==> config.mk <==
export PLATFORM = sky130hd
export DESIGN_NAME = bhpq_ctrl
export DESIGN_NICKNAME = d
export VERILOG_FILES = /design/src/rtl/core/bhpq_pkg.sv /design/src/rtl/core/bhpq_ctrl.sv
export SDC_FILE = /design/constraint.sdc
export NUM_CORES = 1
export LEC_CHECK = 0
export BUFFER_PORTS_ARGS = -buffer_cell sky130_fd_sc_hd__buf_2
export CORE_MARGIN = 4
export CORE_UTILIZATION = 49
export CTS_CLUSTER_DIAMETER = 80
export DETAILED_ROUTE_END_ITERATION = 7
export GPL_ROUTABILITY_DRIVEN = 0
export GPL_TIMING_DRIVEN = 0
export PLACE_DENSITY_LB_ADDON = 0.08
export SYNTH_ARGS = -nofsm -noshare
export SYNTH_HDL_FRONTEND = slang
export SYNTH_SLANG_ARGS = --single-unit
==> constraint.sdc <==
create_clock -name clk -period 1.67 [get_ports clk]
set_input_delay 0.0835 -clock clk [delete_from_list [all_inputs] [get_ports clk]]
set_output_delay 0.0835 -clock clk [all_outputs]
set_load 0.01 [all_outputs]
==> src/rtl/core/bhpq_pkg.sv <==
// Shared types, codes and helpers of the binary heap priority queue core.
package bhpq_pkg;

	localparam int DEPTH = 1024;
	localparam int AW    = $clog2(DEPTH);
	localparam int CW    = AW + 1;
	localparam int KW    = 32;

	typedef logic [AW-1:0]        addr_t;
	typedef logic [CW-1:0]        count_t;
	typedef logic signed [KW-1:0] key_t;
	typedef logic [3:0]           cmd_t;

	localparam key_t KEY_MAX = {1'b0, {(KW-1){1'b1}}};
	localparam key_t KEY_MIN = {1'b1, {(KW-1){1'b0}}};

	localparam logic [1:0] FUNC_INSERT  = 2'd0;
	localparam logic [1:0] FUNC_EXTRACT = 2'd1;
	localparam logic [1:0] FUNC_CHANGE  = 2'd2;
	localparam logic [1:0] FUNC_DELETE  = 2'd3;

	localparam logic [1:0] ST_OK      = 2'd0;
	localparam logic [1:0] ST_FULL    = 2'd1;
	localparam logic [1:0] ST_EMPTY   = 2'd2;
	localparam logic [1:0] ST_BAD_POS = 2'd3;

	localparam cmd_t CMD_NONE   = 4'd0;
	localparam cmd_t CMD_LOAD   = 4'd1;
	localparam cmd_t CMD_INS    = 4'd2;
	localparam cmd_t CMD_FULL   = 4'd3;
	localparam cmd_t CMD_EMPTY  = 4'd4;
	localparam cmd_t CMD_BADPOS = 4'd5;
	localparam cmd_t CMD_EXT    = 4'd6;
	localparam cmd_t CMD_TAKE   = 4'd7;
	localparam cmd_t CMD_LDCUR  = 4'd8;
	localparam cmd_t CMD_CHG    = 4'd9;
	localparam cmd_t CMD_DEL    = 4'd10;
	localparam cmd_t CMD_UP_RD  = 4'd11;
	localparam cmd_t CMD_UP_MV  = 4'd12;
	localparam cmd_t CMD_PUT    = 4'd13;
	localparam cmd_t CMD_DN_RL  = 4'd14;
	localparam cmd_t CMD_DN_RR  = 4'd15;

	typedef struct packed {
		logic [1:0] func;
		logic       full;
		logic       empty;
		logic       bad_pos;
		logic       k_zero;
		logic       up_move;
		logic       lc_ok;
		logic       dn_move;
		logic       out_busy;
	} dp_status_t;

	typedef struct packed {
		cmd_t cmd;
		logic dn_mv;
		logic done;
	} dp_cmd_t;

	function automatic logic ranks_above(key_t a, key_t b, logic mode);
		return mode ? (a > b) : (a < b);
	endfunction

endpackage

==> src/rtl/core/bhpq_ctrl.sv <==
// Controller state machine of the heap core: decodes a request and sequences the sifts.
module bhpq_ctrl (
	input  logic                 clk,
	input  logic                 arst_n,
	input  logic                 in_valid,
	output logic                 in_ready,
	input  bhpq_pkg::dp_status_t stat,
	output bhpq_pkg::dp_cmd_t    cmd
);
	import bhpq_pkg::*;

	localparam logic [3:0] S_IDLE   = 4'd0;
	localparam logic [3:0] S_DECODE = 4'd1;
	localparam logic [3:0] S_UP_RD  = 4'd2;
	localparam logic [3:0] S_UP_CMP = 4'd3;
	localparam logic [3:0] S_TAKE   = 4'd4;
	localparam logic [3:0] S_TAKE_W = 4'd5;
	localparam logic [3:0] S_DN_L   = 4'd6;
	localparam logic [3:0] S_DN_R   = 4'd7;
	localparam logic [3:0] S_DN_C   = 4'd8;
	localparam logic [3:0] S_DONE   = 4'd9;

	logic [3:0] state_q;
	logic [3:0] state_d;
	logic       first_q;
	logic       first_d;
	logic [3:0] up_next;

	always_comb begin
		if (stat.func == FUNC_CHANGE && first_q) begin
			up_next = S_DN_L;
		end else if (stat.func == FUNC_DELETE) begin
			up_next = S_TAKE;
		end else begin
			up_next = S_DONE;
		end
	end

	always_comb begin
		state_d   = state_q;
		first_d   = first_q;
		cmd.cmd   = CMD_NONE;
		cmd.dn_mv = 1'b0;
		cmd.done  = 1'b0;
		case (state_q)
			S_IDLE: begin
				if (in_valid) begin
					cmd.cmd = CMD_LOAD;
					state_d = S_DECODE;
				end
			end
			S_DECODE: begin
				first_d = 1'b1;
				case (stat.func)
					FUNC_INSERT: begin
						cmd.cmd = stat.full ? CMD_FULL : CMD_INS;
						state_d = stat.full ? S_DONE : S_UP_RD;
					end
					FUNC_EXTRACT: begin
						cmd.cmd = stat.empty ? CMD_EMPTY : CMD_EXT;
						state_d = stat.empty ? S_DONE : S_TAKE_W;
					end
					FUNC_CHANGE: begin
						cmd.cmd = stat.bad_pos ? CMD_BADPOS : CMD_CHG;
						state_d = stat.bad_pos ? S_DONE : S_UP_RD;
					end
					default: begin
						cmd.cmd = stat.bad_pos ? CMD_BADPOS : CMD_DEL;
						state_d = stat.bad_pos ? S_DONE : S_UP_RD;
					end
				endcase
			end
			S_UP_RD: begin
				if (stat.k_zero) begin
					cmd.cmd = CMD_PUT;
					state_d = up_next;
				end else begin
					cmd.cmd = CMD_UP_RD;
					state_d = S_UP_CMP;
				end
			end
			S_UP_CMP: begin
				if (stat.up_move) begin
					cmd.cmd = CMD_UP_MV;
					first_d = 1'b0;
					state_d = S_UP_RD;
				end else begin
					cmd.cmd = CMD_PUT;
					state_d = up_next;
				end
			end
			S_TAKE: begin
				cmd.cmd = CMD_TAKE;
				state_d = S_TAKE_W;
			end
			S_TAKE_W: begin
				cmd.cmd = CMD_LDCUR;
				state_d = S_DN_L;
			end
			S_DN_L: begin
				if (stat.lc_ok) begin
					cmd.cmd = CMD_DN_RL;
					state_d = S_DN_R;
				end else begin
					cmd.cmd = CMD_PUT;
					state_d = S_DONE;
				end
			end
			S_DN_R: begin
				cmd.cmd = CMD_DN_RR;
				state_d = S_DN_C;
			end
			S_DN_C: begin
				if (stat.dn_move) begin
					cmd.dn_mv = 1'b1;
					state_d   = S_DN_L;
				end else begin
					cmd.cmd = CMD_PUT;
					state_d = S_DONE;
				end
			end
			S_DONE: begin
				if (!stat.out_busy) begin
					cmd.done = 1'b1;
					state_d  = S_IDLE;
				end
			end
			default: begin
				state_d = S_IDLE;
			end
		endcase
	end

	always_ff @(posedge clk or negedge arst_n) begin
		if (!arst_n) begin
			state_q <= S_IDLE;
			first_q <= 1'b0;
		end else begin
			state_q <= state_d;
			first_q <= first_d;
		end
	end

	assign in_ready = (state_q == S_IDLE);

endmodule
# Yosys cells after proc, flatten, opt, wreduce, memory -nomap -nowiden
# Cells that the tools add are included.
# W data, S select, Z words.
# classes
reduce_logical	6
muxes	30
n_eq_ne	15
# op_table
operator	n
$mux W4	14
$pmux W4 S10	1
$pmux W4 S9	1
$eq A4 B3 Y1 const B	4
$pmux W4 S3	1
$eq A4 B2 Y1 const B	2
$eq A4 B4 Y1 const B	2
$mux W1	8
$pmux W4 S2	1
$ne A2 B2 Y1 const B	3
$eq A2 B2 Y1 const B	2
$eq A4 B1 Y1 const B	1
$logic_not A4 Y1	1
$mux W2	2
$reduce_and A2 Y1	2
$mux W3	1
$eq A2 B1 Y1 const B	1
$logic_not A2 Y1	1
$pmux W1 S2	1
$reduce_bool A2 Y1	1
$logic_and A1 B1 Y1	1
# totals
wordCells	53
regBits	5
output_inout_bits	7

# Longest topological paths before layout
# depth
word_depth	5
depth_mapped	5
depth_no_buf	4

# Worst setup path before layout
# No wires, ideal clock.
# synth_path
kind	reg-to-output
from	register state_q[0]
to	output port cmd[4] (netlist name)
stages_incl_launch_ff	6
slack_ns	0.332
t_arrival_ns	1.254
path_buffers	2
cell_sequence	dfrtp_1 > buf_6 > buf_2 > nor3_1 > a31oi_1 > o32ai_1
# synth_rtl
element	line	rtl
start: declaration	bhpq_ctrl.sv:23	logic [3:0] state_q;
start signal: assignment	bhpq_ctrl.sv:139	state_q <= state_d;
end: declaration	bhpq_ctrl.sv:8	output bhpq_pkg::dp_cmd_t cmd

==> results.md <==
- Final Critical Period: ~1.7 ns
- Core Footprint: 1301 um2
- Register area share after synthesis: 18.69%
- Fill cells: approximately 110
- Clock Sinks: 5
- Largest net degree at the start of global routing: 11
- CP Launch Type: register
- Peak Freq: approximately 600 MHz
- Crit path required time: ~1.6 ns
- Post-Syn Area per Cell: around 7.4 um2
- Setup tns final: 0 ns
- RSZ-0062 raised after global routing: true
- DR DRC count: 0
- Starting DRT DRC Count: 31
- Pwr dens: 1676 nW/um2
- CP Capture Type: output port
- Routed length per instance: ~16 um
- Status: finished, final reports clean
- Synth Warn #: 0
- Post-DRT Antenna Nets: 0
- P_leak: 0.4494 nW
- Clock Path Buffers: 2
- Synth Area in Compound Gates: about a third
- Finished Cell Area: ~940 um2
- Die Y: around 45 um
- CTS buffer count: 3
- Initial Util: approximately half
- Later-pin clock latency in the skew report: between 0.2 and 0.3 ns
- Vias per inst: 5.942
- WL final: 2.124 mm
- Syn Inst Count: a little over 90
- Least-Margin Pin Slew: between 0.3 and 0.4 ns
- Tot GR Track Use: around a fifth
- CP arrival: 1.57 ns
- Min-delay src: in_valid
- Root Buffer: clkbuf_4
- R2R Path Start: state_q[2]
- Cell variety after synth: 39
- Die width: between 40 and 50 um
- Ant diodes: 0
- First-pass GRT wire length: 3.098 mm
- # nets final: 136
- Total gr overflow: 0
- Adder-cell share of the synthesized area: 0%
- CP Max Fanout: 6
- Hold slack final: about 0.17 ns
- Worst vdd ir: 0.7520 mV
- Mapped cell area: between 600 and 700 um2
- Max_cap viols: 0
- Count of input and output buffers: 18
- FP Rows: 13
- Hold Vio Cnt, Final: 0
- Max-slew violations: 0
- Die area: a little over 2000 um2
- Post-DP Area: approximately 800 um2
- Initial antenna violation count: 0
- Setup violators final: 0
- Hold Crit Class: input pin to register
- Htree depth: 1
- Reg clk slew, reported paths: 0.05 ns
- CP Class: register to output port
- IO Pins: 20
- Synth Register Bits: 5
- Fraction of layout cells with a size suffix above 1: 41.80%
- Worst-case clock skew: approximately 0.0059 ns
- DR vias: just over 800
- Vias in the first global route: slightly above 700
- Worst Setup SP: state_q[2]
- CTS tree: done
- Synth Area in XOR/XNOR: 0%
- Simple-Gate Fraction of Synth Area: between 30% and 40%
- Syn Nets: between 100 and 150
- Hpwl dp: ~1.4 mm
- Main combinational cell family by area after synthesis: simple AND/OR/NAND/NOR gates
- Synth-to-Final Area Change: 40.37%
- Max-slew headroom: about four fifths
- Multiplexer area fraction after synthesis: 1.495%
- Fin crit share: 98.81%
- Drt pass-1 iters: 4
[stage by stage]
stage               cells  power, mW  utilization [%]  setup WS [ns]
global route          137      1.688            72.21       -0.04665
CTS                   129      1.353            63.75       0.002251
floorplan              91     0.9204                -         0.3325
detailed placement    124      1.172            59.81         0.2043
finish                137      1.575            72.21        0.01986
global placement      124      1.164            59.81         0.2035
[layer usage]
layer  global-route usage (%)  up-vias  share of wire, %
met2                    33.05       40                47
met3                    2.789        6               7.2
li1                         -      393                 -
met4                    9.942        0               1.8
met5                        0        -                 0
met1                    27.01      375                44
[state kept, by name, summed over array words and instances (netlist names)]
| signal | cells |
|---|---|
| first_q | 1 |
| state_q | 4 |
[repair_timing]
action                                  in CTS  in global routing
buffers inserted                             0                  7
resized for setup                            5                 12
hold buffers                                 1                  0
endpoints found under the setup margin       2                  3
cloned                                       0                  1
endpoints found under the hold margin        5                  0
pin swaps                                    0                  7
[synthesized netlist by cell type]
| cell type | n | area (um2) |
|---|---|---|
| mux2i_1 | 1 | 10.01 |
| o21ai_0 | 7 | 35.03 |
| a31oi_1 | 2 | 12.51 |
| dfrtp_1 | 5 | 125.1 |
| a21oi_1 | 3 | 15.01 |
| nor2b_1 | 5 | 31.28 |
| inv_1 | 4 | 15.01 |
| a211o_1 | 1 | 8.760 |
| nor2b_4 | 2 | 27.53 |
| o311ai_1 | 1 | 8.760 |
| nor2_1 | 11 | 41.29 |
| o2111ai_1 | 2 | 17.52 |
| and3_1 | 1 | 6.260 |
| o211ai_2 | 1 | 12.51 |
| o21a_1 | 1 | 7.510 |
| o32a_1 | 1 | 10.01 |
| nor2_2 | 1 | 6.260 |
| or3_1 | 1 | 6.260 |
| o22a_1 | 1 | 8.760 |
| nand2_2 | 1 | 6.260 |
| o31ai_1 | 1 | 7.510 |
| nand3b_1 | 1 | 7.510 |
| o221a_1 | 1 | 11.26 |
| a22o_1 | 1 | 8.760 |
| buf_2 | 1 | 5.000 |
| o22ai_1 | 2 | 12.51 |
| nor3_1 | 4 | 20.02 |
| a21boi_1 | 1 | 7.510 |
| nand2_1 | 11 | 41.29 |
| buf_6 | 3 | 33.78 |
| and2b_1 | 2 | 15.01 |
| or2_1 | 2 | 12.51 |
| o32ai_1 | 1 | 8.760 |
| nor4bb_1 | 1 | 10.01 |
| nand3_1 | 2 | 10.01 |
| buf_4 | 2 | 15.01 |
| o221ai_2 | 1 | 15.01 |
| a21o_1 | 1 | 7.510 |
| nor4b_1 | 1 | 8.760 |
[placed cells by master, fill, tap and decap left out, types with 2 or more instances in the layout]
cell      count
a21oi_1       3
a31oi_1       2
buf_2        19
buf_4         8
buf_6         5
clkbuf_4      3
dfrtp_1       3
dfrtp_2       2
inv_1         4
nand2_1      10
nand3_1       2
nor2_1       10
nor2_4        2
nor2b_1       4
nor2b_4       3
nor3_1        3
o21ai_0       7
o22ai_1       2
or2_1         2
[power by group]
| part | internal [mW] | leakage, nW | switching, mW |
|---|---|---|---|
| registers | 0.179 | 0.0591 | 0.0654 |
| logic | 0.570 | 0.375 | 0.618 |
| clock network | 0.0905 | 0.0150 | 0.0520 |
| total | 0.839 | 0.449 | 0.735 |
[area by class of cell]
| type | instances | area (um2) | share of cell area, % |
|---|---|---|---|
| inverter | 4 | 15.01 | 1.598 |
| clock buffer | 4 | 26.28 | 2.796 |
| tap | 15 | 18.77 | 1.997 |
| buffer | 6 | 63.81 | 6.791 |
| sequential | 5 | 127.6 | 13.58 |
| timing repair buffer | 27 | 157.7 | 16.78 |
| multi-input combinational | 76 | 530.5 | 56.46 |
[cells by family after synthesis]
| kind of cell | after synthesis |
|---|---|
| DFF | 5 |
| muxes | 1 |
| and+or+nand+nor | 46 |
| buffers and inverters | 10 |
| AOI/OAI and AO/OA | 29 |
[worst max-delay path, cell delays in order, from the launching register on]
cell and delay (ns):
dfrtp_2 0.46, buf_6 0.17, nand2_4 0.06, o32a_1 0.37, o311ai_2 0.09, buf_2 0.17
[worst paths after layout]
| path | depth (start not counted) | to | slack (ns) |
|---|---|---|---|
| min in group asynchronous | 2 | state_q[0] | 0.21 |
| max reg2reg | 5 | state_q[2] | 0.07 |
| min reg2reg | 2 | first_q | 0.51 |
| max in group asynchronous | 2 | state_q[1] | 1.31 |
| max | 5 | cmd[2] | 0.02 |
| min | 2 | state_q[0] | 0.17 |
(Power assumes the default switching activity.)
